[src/hw/rtl/dss_pkg.sv]
`default_nettype none

package dss_pkg;

  localparam int SAMPLE_W = 20;
  localparam int SPB_W    = 7;
  localparam int BAR_W    = 8;
  localparam int IDX_W    = 6;

  typedef enum logic [1:0] {
    VOICE_REST  = 2'd0,
    VOICE_KICK  = 2'd1,
    VOICE_HIHAT = 2'd2,
    VOICE_SNARE = 2'd3
  } voice_t;

  typedef enum logic {
    OP_WRITE = 1'b0,
    OP_TICK  = 1'b1
  } op_t;

  typedef enum logic [2:0] {
    REG_SAMPLES_PER_STEP = 3'd0,
    REG_STEPS_PER_BAR    = 3'd1,
    REG_BAR_COUNT        = 3'd2,
    REG_KICK_LENGTH      = 3'd3,
    REG_HIHAT_LENGTH     = 3'd4,
    REG_SNARE_LENGTH     = 3'd5
  } reg_idx_t;

  typedef struct packed {
    logic [SAMPLE_W-1:0] samples_per_step;
    logic [SPB_W-1:0]    steps_per_bar;
    logic [BAR_W-1:0]    bar_count;
    logic [SAMPLE_W-1:0] kick_length;
    logic [SAMPLE_W-1:0] hihat_length;
    logic [SAMPLE_W-1:0] snare_length;
  } cfg_t;

  // position of one tick in the song, as seen when it is accepted
  typedef struct packed {
    logic                done;
    logic                first;
    logic                song_last;
    logic [SAMPLE_W-1:0] sample;
  } tick_t;

endpackage

`default_nettype wire

[src/hw/rtl/dss_ram.sv]
`default_nettype none

module dss_ram #(
  parameter int WIDTH = 2,
  parameter int DEPTH = 64
) (
  input  wire logic                                 clk,
  input  wire logic                                 we,
  input  wire logic [((DEPTH > 1) ? $clog2(DEPTH) : 1)-1:0] waddr,
  input  wire logic [WIDTH-1:0]                     wdata,
  input  wire logic                                 re,
  input  wire logic [((DEPTH > 1) ? $clog2(DEPTH) : 1)-1:0] raddr,
  output logic      [WIDTH-1:0]                     rdata
);

  logic [WIDTH-1:0] mem [DEPTH];

  always_ff @(posedge clk) begin
    if (we) begin
      mem[waddr] <= wdata;
    end
    if (re) begin
      rdata <= mem[raddr];
    end
  end

endmodule

`default_nettype wire

[src/hw/rtl/dss_timing.sv]
`default_nettype none

module dss_timing #(
  parameter int MAX_STEPS = 64
) (
  input  wire logic                                  clk,
  input  wire logic                                  rst,
  input  wire dss_pkg::cfg_t                         cfg,
  input  wire logic                                  advance,
  output dss_pkg::tick_t                             info,
  output logic [((MAX_STEPS > 1) ? $clog2(MAX_STEPS) : 1)-1:0] step_addr
);

  localparam int AW  = (MAX_STEPS > 1) ? $clog2(MAX_STEPS) : 1;
  localparam int SBW = $clog2(MAX_STEPS + 1);
  localparam int CW  = (SBW > dss_pkg::SPB_W) ? SBW : dss_pkg::SPB_W;
  localparam int SW  = dss_pkg::SAMPLE_W;
  localparam int BW  = dss_pkg::BAR_W;

  logic [SW-1:0] sample_in_step;
  logic [AW-1:0] step_in_bar;
  logic [BW-1:0] bar_number;
  logic          finished;

  logic [SW-1:0] sps_eff;
  logic [CW-1:0] spb_raw;
  logic [CW-1:0] spb_eff;
  logic [BW-1:0] bars_eff;
  logic          step_last;
  logic          bar_last;
  logic          song_last;

  always_comb begin
    sps_eff  = (cfg.samples_per_step == '0) ? SW'(1) : cfg.samples_per_step;
    bars_eff = (cfg.bar_count == '0) ? BW'(1) : cfg.bar_count;
    spb_raw  = CW'(cfg.steps_per_bar);
    if (spb_raw == '0) begin
      spb_eff = CW'(1);
    end else if (spb_raw > CW'(MAX_STEPS)) begin
      spb_eff = CW'(MAX_STEPS);
    end else begin
      spb_eff = spb_raw;
    end
    step_last = ((SW+1)'(sample_in_step) + (SW+1)'(1)) >= (SW+1)'(sps_eff);
    bar_last  = step_last
              && (((CW+1)'(step_in_bar) + (CW+1)'(1)) >= (CW+1)'(spb_eff));
    song_last = bar_last && (((BW+1)'(bar_number) + (BW+1)'(1)) >= (BW+1)'(bars_eff));
  end

  assign info.done      = finished;
  assign info.first     = (sample_in_step == '0);
  assign info.song_last = song_last;
  assign info.sample    = sample_in_step;
  assign step_addr      = step_in_bar;

  always_ff @(posedge clk) begin
    if (rst) begin
      sample_in_step <= '0;
      step_in_bar    <= '0;
      bar_number     <= '0;
      finished       <= 1'b0;
    end else if (advance && !finished) begin
      if (song_last) begin
        finished       <= 1'b1;
        sample_in_step <= '0;
        step_in_bar    <= '0;
        bar_number     <= '0;
      end else if (bar_last) begin
        sample_in_step <= '0;
        step_in_bar    <= '0;
        bar_number     <= bar_number + BW'(1);
      end else if (step_last) begin
        sample_in_step <= '0;
        step_in_bar    <= step_in_bar + AW'(1);
      end else begin
        sample_in_step <= sample_in_step + SW'(1);
      end
    end
  end

endmodule

`default_nettype wire

[src/hw/rtl/dss_voice.sv]
`default_nettype none

module dss_voice #(
  parameter int OFFSET_BITS = 20
) (
  input  wire logic                            clk,
  input  wire logic                            rst,
  input  wire dss_pkg::cfg_t                   cfg,
  input  wire logic                            load,
  input  wire dss_pkg::tick_t                  info_in,
  input  wire dss_pkg::voice_t                 pat_voice,
  output logic                                 take_ok,
  output logic                                 out_valid,
  input  wire logic                            out_ready,
  output dss_pkg::voice_t                      out_voice,
  output logic [dss_pkg::SAMPLE_W-1:0]         out_offset,
  output logic                                 out_song_end,
  output logic                                 out_done
);

  localparam int SW = dss_pkg::SAMPLE_W;
  localparam int OB = (OFFSET_BITS < SW) ? OFFSET_BITS : SW;
  localparam logic [SW-1:0] OFF_MASK = SW'((64'd1 << OB) - 64'd1);

  logic            s1_valid;
  dss_pkg::tick_t  s1_info;
  dss_pkg::voice_t cur_voice;

  logic            out_free;
  logic            s1_move;
  dss_pkg::voice_t vsel;
  logic [SW-1:0]   vlen;
  logic            sounding;

  assign out_free = !out_valid || out_ready;
  assign s1_move  = s1_valid && out_free;
  assign take_ok  = !s1_valid || out_free;

  // voice is latched from the pattern on the first sample of a step
  assign vsel = s1_info.first ? pat_voice : cur_voice;

  always_comb begin
    unique case (vsel)
      dss_pkg::VOICE_KICK:  vlen = cfg.kick_length;
      dss_pkg::VOICE_HIHAT: vlen = cfg.hihat_length;
      dss_pkg::VOICE_SNARE: vlen = cfg.snare_length;
      default:              vlen = '0;
    endcase
  end

  assign sounding = (vsel != dss_pkg::VOICE_REST) && (s1_info.sample < vlen);

  always_ff @(posedge clk) begin
    if (rst) begin
      s1_valid  <= 1'b0;
      out_valid <= 1'b0;
      cur_voice <= dss_pkg::VOICE_REST;
    end else begin
      if (load) begin
        s1_valid <= 1'b1;
      end else if (s1_move) begin
        s1_valid <= 1'b0;
      end
      if (s1_move) begin
        out_valid <= 1'b1;
      end else if (out_ready) begin
        out_valid <= 1'b0;
      end
      if (s1_move && !s1_info.done) begin
        cur_voice <= vsel;
      end
    end
  end

  always_ff @(posedge clk) begin
    if (load) begin
      s1_info <= info_in;
    end
    if (s1_move) begin
      if (s1_info.done) begin
        out_voice    <= dss_pkg::VOICE_REST;
        out_offset   <= '0;
        out_song_end <= 1'b0;
        out_done     <= 1'b1;
      end else begin
        out_voice    <= sounding ? vsel : dss_pkg::VOICE_REST;
        out_offset   <= sounding ? (s1_info.sample & OFF_MASK) : '0;
        out_song_end <= s1_info.song_last;
        out_done     <= 1'b0;
      end
    end
  end

endmodule

`default_nettype wire

[src/hw/rtl/drum_step_sequencer.sv]
`default_nettype none

// drum step sequencer: input beats are either a pattern write (s_tuser low: one voice code
// for one step of the bar) or a tick (s_tuser high) that stands for one output audio
// sample. every tick yields exactly one output beat naming the sounding voice and the read
// offset into that voice's sample memory; pattern writes yield none. the one-bar pattern
// repeats for every bar; a hit sounds from offset 0 until its step ends or its sample runs
// out. m_tlast marks the final sample of the song, after which every tick is silent with
// m_tuser set, until reset. one beat is taken every clock cycle while the output is not
// stalled. a tick's result passes the registered read of the pattern memory, then the
// output register. the pattern memory lives in a one-read one-write ram, cleared at
// reset through a row of valid bits, so no clearing pass is needed. configuration sits
// behind an apb port; the user writes it only while the block is idle, unenforced here.
module drum_step_sequencer #(
  parameter int MAX_STEPS   = 64,
  parameter int OFFSET_BITS = 20
) (
  input  wire logic        clk,
  input  wire logic        rst,
  // input stream
  input  wire logic        s_tvalid,
  output logic             s_tready,
  input  wire logic [7:0]  s_tdata,   // step_index[5:0], step_voice[7:6]
  input  wire logic        s_tuser,   // op: 0 pattern write, 1 tick
  // result stream
  output logic             m_tvalid,
  input  wire logic        m_tready,
  output logic [23:0]      m_tdata,   // voice[1:0], sample_offset[21:2], zero pad[23:22]
  output logic             m_tlast,   // song_end
  output logic             m_tuser,   // done_res
  // configuration
  input  wire logic        psel,
  input  wire logic        penable,
  input  wire logic        pwrite,
  input  wire logic [4:0]  paddr,
  input  wire logic [31:0] pwdata,
  output logic [31:0]      prdata,
  output logic             pready
);

  localparam int AW = (MAX_STEPS > 1) ? $clog2(MAX_STEPS) : 1;
  localparam int SW = dss_pkg::SAMPLE_W;

  // configuration registers
  dss_pkg::cfg_t     cfg;
  dss_pkg::reg_idx_t reg_idx;
  logic              cfg_wr;

  assign pready  = 1'b1;
  assign reg_idx = dss_pkg::reg_idx_t'(paddr[4:2]);
  assign cfg_wr  = psel && penable && pwrite && pready;

  always_ff @(posedge clk) begin
    if (rst) begin
      cfg.samples_per_step <= SW'(1);
      cfg.steps_per_bar    <= dss_pkg::SPB_W'(16);
      cfg.bar_count        <= dss_pkg::BAR_W'(1);
      cfg.kick_length      <= '0;
      cfg.hihat_length     <= '0;
      cfg.snare_length     <= '0;
    end else if (cfg_wr) begin
      unique case (reg_idx)
        dss_pkg::REG_SAMPLES_PER_STEP: cfg.samples_per_step <= pwdata[SW-1:0];
        dss_pkg::REG_STEPS_PER_BAR:    cfg.steps_per_bar    <= pwdata[dss_pkg::SPB_W-1:0];
        dss_pkg::REG_BAR_COUNT:        cfg.bar_count        <= pwdata[dss_pkg::BAR_W-1:0];
        dss_pkg::REG_KICK_LENGTH:      cfg.kick_length      <= pwdata[SW-1:0];
        dss_pkg::REG_HIHAT_LENGTH:     cfg.hihat_length     <= pwdata[SW-1:0];
        dss_pkg::REG_SNARE_LENGTH:     cfg.snare_length     <= pwdata[SW-1:0];
        default: ;  // addresses past the register list are ignored
      endcase
    end
  end

  always_comb begin
    unique case (reg_idx)
      dss_pkg::REG_SAMPLES_PER_STEP: prdata = 32'(cfg.samples_per_step);
      dss_pkg::REG_STEPS_PER_BAR:    prdata = 32'(cfg.steps_per_bar);
      dss_pkg::REG_BAR_COUNT:        prdata = 32'(cfg.bar_count);
      dss_pkg::REG_KICK_LENGTH:      prdata = 32'(cfg.kick_length);
      dss_pkg::REG_HIHAT_LENGTH:     prdata = 32'(cfg.hihat_length);
      dss_pkg::REG_SNARE_LENGTH:     prdata = 32'(cfg.snare_length);
      default:                       prdata = '0;
    endcase
  end

  // input beat decode
  logic                    in_beat;
  logic                    tick_acc;
  logic                    wr_acc;
  logic [dss_pkg::IDX_W-1:0] in_idx;
  logic [1:0]              in_voice;

  assign in_idx   = s_tdata[5:0];
  assign in_voice = s_tdata[7:6];
  assign in_beat  = s_tvalid && s_tready;
  assign tick_acc = in_beat && (dss_pkg::op_t'(s_tuser) == dss_pkg::OP_TICK);
  // writes to steps beyond the pattern memory are dropped
  assign wr_acc   = in_beat && (dss_pkg::op_t'(s_tuser) == dss_pkg::OP_WRITE)
                 && (32'(in_idx) < 32'(MAX_STEPS));

  // song position counters
  dss_pkg::tick_t tinfo;
  logic [AW-1:0]  step_addr;

  dss_timing #(
    .MAX_STEPS (MAX_STEPS)
  ) u_timing (
    .clk       (clk),
    .rst       (rst),
    .cfg       (cfg),
    .advance   (tick_acc),
    .info      (tinfo),
    .step_addr (step_addr)
  );

  // pattern memory, with one valid bit per step standing in for the reset clear
  logic [MAX_STEPS-1:0] pat_valid;
  logic                 rd_valid;
  logic [1:0]           rd_data;
  logic [AW-1:0]        wr_addr;

  assign wr_addr = AW'(in_idx);

  dss_ram #(
    .WIDTH (2),
    .DEPTH (MAX_STEPS)
  ) u_pattern (
    .clk   (clk),
    .we    (wr_acc),
    .waddr (wr_addr),
    .wdata (in_voice),
    .re    (tick_acc),
    .raddr (step_addr),
    .rdata (rd_data)
  );

  // a write and a tick never share a cycle, so a tick always sees every earlier write
  always_ff @(posedge clk) begin
    if (rst) begin
      pat_valid <= '0;
      rd_valid  <= 1'b0;
    end else begin
      if (wr_acc) begin
        pat_valid[wr_addr] <= 1'b1;
      end
      if (tick_acc) begin
        rd_valid <= pat_valid[step_addr];
      end
    end
  end

  // voice resolution and output register
  dss_pkg::voice_t pat_voice;
  dss_pkg::voice_t out_voice;
  logic [SW-1:0]   out_offset;
  logic            take_ok;

  assign pat_voice = rd_valid ? dss_pkg::voice_t'(rd_data) : dss_pkg::VOICE_REST;

  dss_voice #(
    .OFFSET_BITS (OFFSET_BITS)
  ) u_voice (
    .clk          (clk),
    .rst          (rst),
    .cfg          (cfg),
    .load         (tick_acc),
    .info_in      (tinfo),
    .pat_voice    (pat_voice),
    .take_ok      (take_ok),
    .out_valid    (m_tvalid),
    .out_ready    (m_tready),
    .out_voice    (out_voice),
    .out_offset   (out_offset),
    .out_song_end (m_tlast),
    .out_done     (m_tuser)
  );

  assign s_tready = take_ok;
  assign m_tdata  = {2'b00, out_offset, out_voice};

  // a song-end beat is never also a done beat
  a_end_not_done: assert property (@(posedge clk) disable iff (rst)
    m_tvalid && m_tlast |-> !m_tuser)
    else $error("song end flagged on a done beat");

  // the song finishes only on a tick that was the last of the song
  a_finish_cause: assert property (@(posedge clk) disable iff (rst)
    $rose(tinfo.done) |-> $past(tick_acc && tinfo.song_last))
    else $error("finished set without a final tick");

  // input back-pressure only while both the stage and the output register are held
  a_stall_cause: assert property (@(posedge clk) disable iff (rst)
    !s_tready |-> m_tvalid && !m_tready)
    else $error("input stalled with room downstream");

  // a silent beat carries a zero offset
  a_silent_offset: assert property (@(posedge clk) disable iff (rst)
    m_tvalid && (out_voice == dss_pkg::VOICE_REST) |-> (out_offset == '0))
    else $error("silent beat with non-zero offset");

endmodule

`default_nettype wire
[config.mk]
export PLATFORM = sky130hd
export DESIGN_NAME = drum_step_sequencer
export DESIGN_NICKNAME = d
export VERILOG_FILES = /design/src/hw/rtl/dss_pkg.sv /design/src/hw/rtl/dss_ram.sv /design/src/hw/rtl/dss_timing.sv /design/src/hw/rtl/dss_voice.sv /design/src/hw/rtl/drum_step_sequencer.sv
export SDC_FILE = /design/constraint.sdc
export NUM_CORES = 1
export LEC_CHECK = 0
export ABC_AREA = 1
export BUFFER_PORTS_ARGS = -buffer_cell sky130_fd_sc_hd__buf_2
export CAP_MARGIN = 0
export CORE_ASPECT_RATIO = 0.8
export CORE_UTILIZATION = 40
export CTS_BUF_LIST = sky130_fd_sc_hd__clkbuf_8
export CTS_CLUSTER_SIZE = 28
export DETAILED_ROUTE_END_ITERATION = 10
export SLEW_MARGIN = 20
export SYNTH_ARGS = -nofsm -noshare
export SYNTH_HDL_FRONTEND = slang
export SYNTH_SLANG_ARGS = --single-unit
[constraint.sdc]
create_clock -name clk -period 7 [get_ports clk]
set_clock_uncertainty 0.1 [all_clocks]
set_input_delay 1.4 -clock clk [delete_from_list [all_inputs] [get_ports clk]]
set_output_delay 1.4 -clock clk [all_outputs]
set_load 0.02 [all_outputs]
Word level (Yosys, flattened, before mapping)
Memory sizes are Yosys's and may differ from the RTL's. A register that Yosys moved wholly into a read port is not among the register bits.
Cells that the tools add are included.
Widths: inputs -> output; s select.

storage, ports and cells
  register bits = 246
  memory bits (writable) = 128
  bits of input ports = 53
  word-level logic and storage cells = 114
  memories = 1

memory list
  name           words  width  rd ports  clocked after Yosys merged registers in  wr ports  line           RTL
  u_pattern.mem  64     2      1         1                                        1         dss_ram.sv:16  logic [WIDTH-1:0] mem [DEPTH];

operators by class
  $add $sub $neg = 6
  magnitude comparators = 8
  eq/ne operators = 8
  muxes and demuxes = 27
  bitwise operators = 3
  reduce and logical (&&, ||, !) cells = 38

operators by type and width
  kind                   count
  $pmux 20 s6            1
  $mux 20                4
  $or 64x64->64          1
  $pmux 20 s3            1
  $logic_not 20->1       2
  $mux 8                 3
  $add 20x1->21 const B  1
  $ge 21x20->1           1
  $add 20x1->20 const B  1
  $lt 20x20->1           1
  $mux 6                 3
  $reduce_and 2->1       9
  $lt 6x7->1 const B     2
  $mux 7                 2
  $logic_and 1x1->1      12
  $add 8x1->9 const B    1
  $ge 9x8->1             1
  $mux 1                 9
  $add 8x1->8 const B    1
  $ge 8x7->1             1
  $logic_not 8->1        1
  $reduce_bool 2->1      4
  $add 6x1->7 const B    1
  $gt 7x7->1 const B     1
  17 further kinds       26

Logic depth before layout (Yosys ltp)
  depth in word-level cells = 8
  depth in mapped cells = 20
  mapped depth without buffers = 20

Cells and area by module
Synthesis repeated with hierarchy kept, for this count alone.

unflattened totals
  cell total of the unflattened synthesis = 2171
  area, all modules = 18366.4 um2

modules (own cells, without submodules)
  module               instances  cells an instance  area an instance (um2)  sequential area each (um2)
  drum_step_sequencer  1          953                6941.7                  3203.1
  dss_ram              1          520                5634.2                  3903.7
  dss_timing           1          462                3204.3                  700.7
  dss_voice            1          236                2586.2                  1491.4

Worst setup path after synthesis
OpenSTA, ideal clock, no wires.

  path kind = input to output
  from = in paddr[3]
  to = out prdata[15]
  data arrival time = 2500 ps
  setup slack = 3000 ps
  stages on the path = 5
  buffers on the path = 2
  path through = nor2_1 -> nand2_1 -> clkbuf_1 -> clkbuf_1 -> o21ai_0

on the way
  cells in the longest elaborated chain, start to end = 2

RTL lines
  item                                      line                       RTL
  start, declared                           drum_step_sequencer.sv:35  input wire logic [4:0] paddr,
  $eq 3x3->1, or another cell as far along  drum_step_sequencer.sv:75  unique case (reg_idx)
  $pmux 20 s6 *                             drum_step_sequencer.sv:75
  end, declared                             drum_step_sequencer.sv:37  output logic [31:0] prdata,

Every way passes the cells marked *; elsewhere a longest branch is shown, timed or not.

Worst setup path after layout
  from = in paddr[3]
  to = out prdata[8]

Same word-level chain as after synthesis.

==> impl_metrics.toml <==
[global_routing]
grt-ovfl-total = 0
first_global_vias = 13800
grt_usage_pct = 23.0
met2_usage_pct = 33.2
top_usage_layer = "met1"
grt_start_max_net_pins = 68
grt_use_met1_pct = 33.5
antenna_found_initial = 2
grt_pass1_wl_mm = 79.1
use_met3_pct = 6.41

[yosys]
synth_top_cell_area_share_pct = 30.3
synthArstFlopShare_pct = 0
synth_seq_cells = 376
ys_types = 51
synth.largest_area_cell = "edfxtp_1"
synth_edf_count = 177
syn-mean-instance-area_um2 = 8.59
ys.flop_type = "dfxtp_1"
synth.area.top_cells = "edfxtp_1, dfxtp_1, nor2_1"
yosysWarnings = 0
syn_area_mm2 = 0.0175
synthCells = 2042
synth_seq_area_share_pct = 53.0

[min_path]
holdCritPathClass = "flip-flop to flip-flop"

[worst_setup_path]
end_kind = "primary output"
cp.required_ns = 5.50
max_stage_delay_ns = 0.65
worst-path-buf-inv = 3
crit_chain = "buf_2 > nor2_1 > nand2_1 > inv_1 > a221oi_1 > o21ai_0 > buf_2"
worstSetupPathType = "input pin to primary output"
arrival_ns = 3.60
path_max_fanout = 13
start_kind = "input pin"
crit_path_top_delay_cell = "a221oi_1"
cp_common_cell = "buf_2"
cp_top_family = "compound AO/OA/AOI/OAI gates"

[clocking]
tritoncts = "yes"
cts_made_buffers = 61
cts_hold_buffers = 0
clk_pin_slew_worst_paths_ns = 0.06
post_cts_buffers = 0
h-tree-depth = 2
clk_path_buf_depth = 3
cts.sinks = 376
cts_root_buf = "clkbuf_8"
cts_resized = 0
clkLatencyLatePin_ns = 0.67

[finish]
regArea_mm2 = 0.00930
multiInputGateArea_mm2 = 0.00713
synthToLayoutAreaGrowth_pct = 11.3
stdcell_count = 2725
finalNetCount = 2224
drive_gt1_share_pct = 11.5
fillCellCount = 4216
utilization_pct = 45.2

[routing]
via_per_inst = 5.39
drt_pass1_iterations = 6
wl_mm = 52.3
vias = 14700
final_antenna_net_count = 0
drc_errors = 0
dr.first_iter.drc_count = 1448
post_drt_wl_per_cell_um = 19.2

[floorplanning]
start_util_pct = 40.6
num_rows = 68
die_w_um = 236
dieArea_mm2 = 0.0447
ioPinCount = 114
core_mm2 = 0.0432
die_y_um = 189

[sta]
rsz0062_at_grt = "false"
setup_violations = 0
min_period_over_period_pct = 72.9
layout_min_cycle_time_ns = 5.10
worstMarginPinSlew_ns = 1.13
finalSetupTns_ns = 0
hold_viol_final = 0
fmax_mhz = 196
report.final.slew_viol_count = 0
slew_headroom_pct = 24.9

[placed_design]
gp_congestion = 0.884
io_buffers = 84
hpwl_mm = 34.8
placed_cells = 2610

[job]
max_cap_viol_count = 0

[status]
status = "finished, final reports clean"

[power]
leakage_nw = 7.75
ir_drop_uv = 114
power.density_mw_per_mm2 = 243
registers in the layout, summed over array words and instances (netlist names):
| name | flops |
|---|---|
| u_voice.out_done | 1 |
| u_voice.s1_info | 23 |
| u_timing.step_addr | 6 |
| u_pattern.mem | 128 |
| u_voice.out_offset | 20 |
| cfg | 95 |
| pat_valid | 64 |
| u_voice.s1_valid | 1 |
| u_timing.bar_number | 8 |
| u_pattern.rdata | 2 |
| u_voice.out_valid | 1 |
| u_timing.finished | 1 |
| rd_valid | 1 |
| u_voice.out_voice | 2 |
| u_timing.sample_in_step | 20 |
| u_voice.out_song_end | 1 |
| u_voice.cur_voice | 2 |
through the flow:
stage	power (mW)	instance area, um2	hold WS [ns]	setup WS [ns]
4_1_cts	4.77	19500	0.367	2.11
3_3_place_gp	2.91	18400	0.345	2.16
2_1_floorplan	2.74	17600	0.335	3.00
6_report	4.74	19500	0.365	1.90
3_5_place_dp	2.92	18400	0.352	2.11
5_1_grt	4.92	19500	0.387	1.92
worst paths after layout:
path | to | slack, ns | start | cells after the start
worst max-delay path | prdata[8] | 1.90 | paddr[3] | 7
worst min-delay path | pat_valid[57] | 0.37 | pat_valid[57] | 2
worst max register to register | u_voice.out_offset[14] | 2.60 | u_voice.s1_info[21] | 15
worst min register to register | pat_valid[57] | 0.37 | pat_valid[57] | 2
worst reg2reg max path, stage by stage (launching register included):
cell	delay [ns]
edfxtp_1	0.53
inv_2	0.08
nand2_1	0.07
nand2_1	0.18
nand2_1	0.36
inv_1	0.36
a22o_1	0.29
a21oi_1	0.17
ha_1	0.27
a21oi_1	0.16
nor2_1	0.06
a211oi_1	0.17
o21ai_0	0.15
a21oi_1	0.14
nand4_1	0.74
nor2_1	0.38
synthesized netlist by cell type, types with 5 or more instances:
cell type / count
nand3_1: 45
o211ai_1: 25
nor3_1: 19
a221oi_1: 13
o2111ai_1: 5
nor2_4: 5
clkbuf_1: 67
nand2_2: 15
buf_2: 13
nor4_1: 5
edfxtp_1: 177
nand2_1: 211
nor2_1: 470
a21oi_2: 9
inv_1: 171
ha_1: 58
a21oi_1: 128
inv_2: 10
o22ai_1: 46
o21ai_0: 232
buf_4: 17
nor2_2: 8
dfxtp_1: 199
xor2_1: 20
a22o_1: 10
nand4_1: 17
layout make-up:
cell class | instances | area share [%]
inverter | 183 | 3.52
timing repair buffer | 99 | 2.74
clock buffer | 67 | 4.72
multi-input combinational | 1392 | 36.5
tap | 560 | 3.59
antenna | 1 | 0.0128
sequential | 376 | 47.6
clock inverter | 47 | 1.28
placed cells by master (no fill, tap or decap), types with 13 or more instances in the layout:
| cell | instances |
|---|---|
| conb_1 | 15 |
| nor3_1 | 18 |
| dfxtp_1 | 198 |
| clkbuf_8 | 67 |
| nand4_1 | 17 |
| o22ai_1 | 46 |
| nand3_1 | 45 |
| inv_1 | 197 |
| xor2_1 | 20 |
| o21ai_0 | 232 |
| edfxtp_1 | 177 |
| a21oi_1 | 127 |
| nand2_2 | 15 |
| o211ai_1 | 25 |
| ha_1 | 58 |
| nand2_1 | 211 |
| buf_4 | 16 |
| inv_2 | 13 |
| nor2_1 | 470 |
| buf_2 | 83 |
| a221oi_1 | 13 |
power breakdown:
part	internal [mW]	switching (mW)
Sequential	2.33	0.0394
Combinational	0.138	0.369
Clock	0.951	0.907
kinds of logic (layout without fill, tap and decap cells):
group / after synthesis / in the layout / synth area share, %
and+or+nand+nor: 811 / 811 / 19.3
AOI/OAI and AO/OA: 484 / 484 / 15.5
DFF: 376 / 376 / 53.0
buffers and inverters: 287 / 396 / 6.74
adders and majority gates: 58 / 58 / 4.14
xor gates and xnor gates: 24 / 24 / 1.20
other: 2 / 16 / 0.0428
metal layers:
metal	share of wire [%]	vias to the layer above	routed length, um
met1	48	6990	25000
met4	1.9	0	1010
met3	9.3	87	4860
met5	0	-	0
met2	41	584	21400
li1	-	7031	-
(Power assumes the default switching activity.)
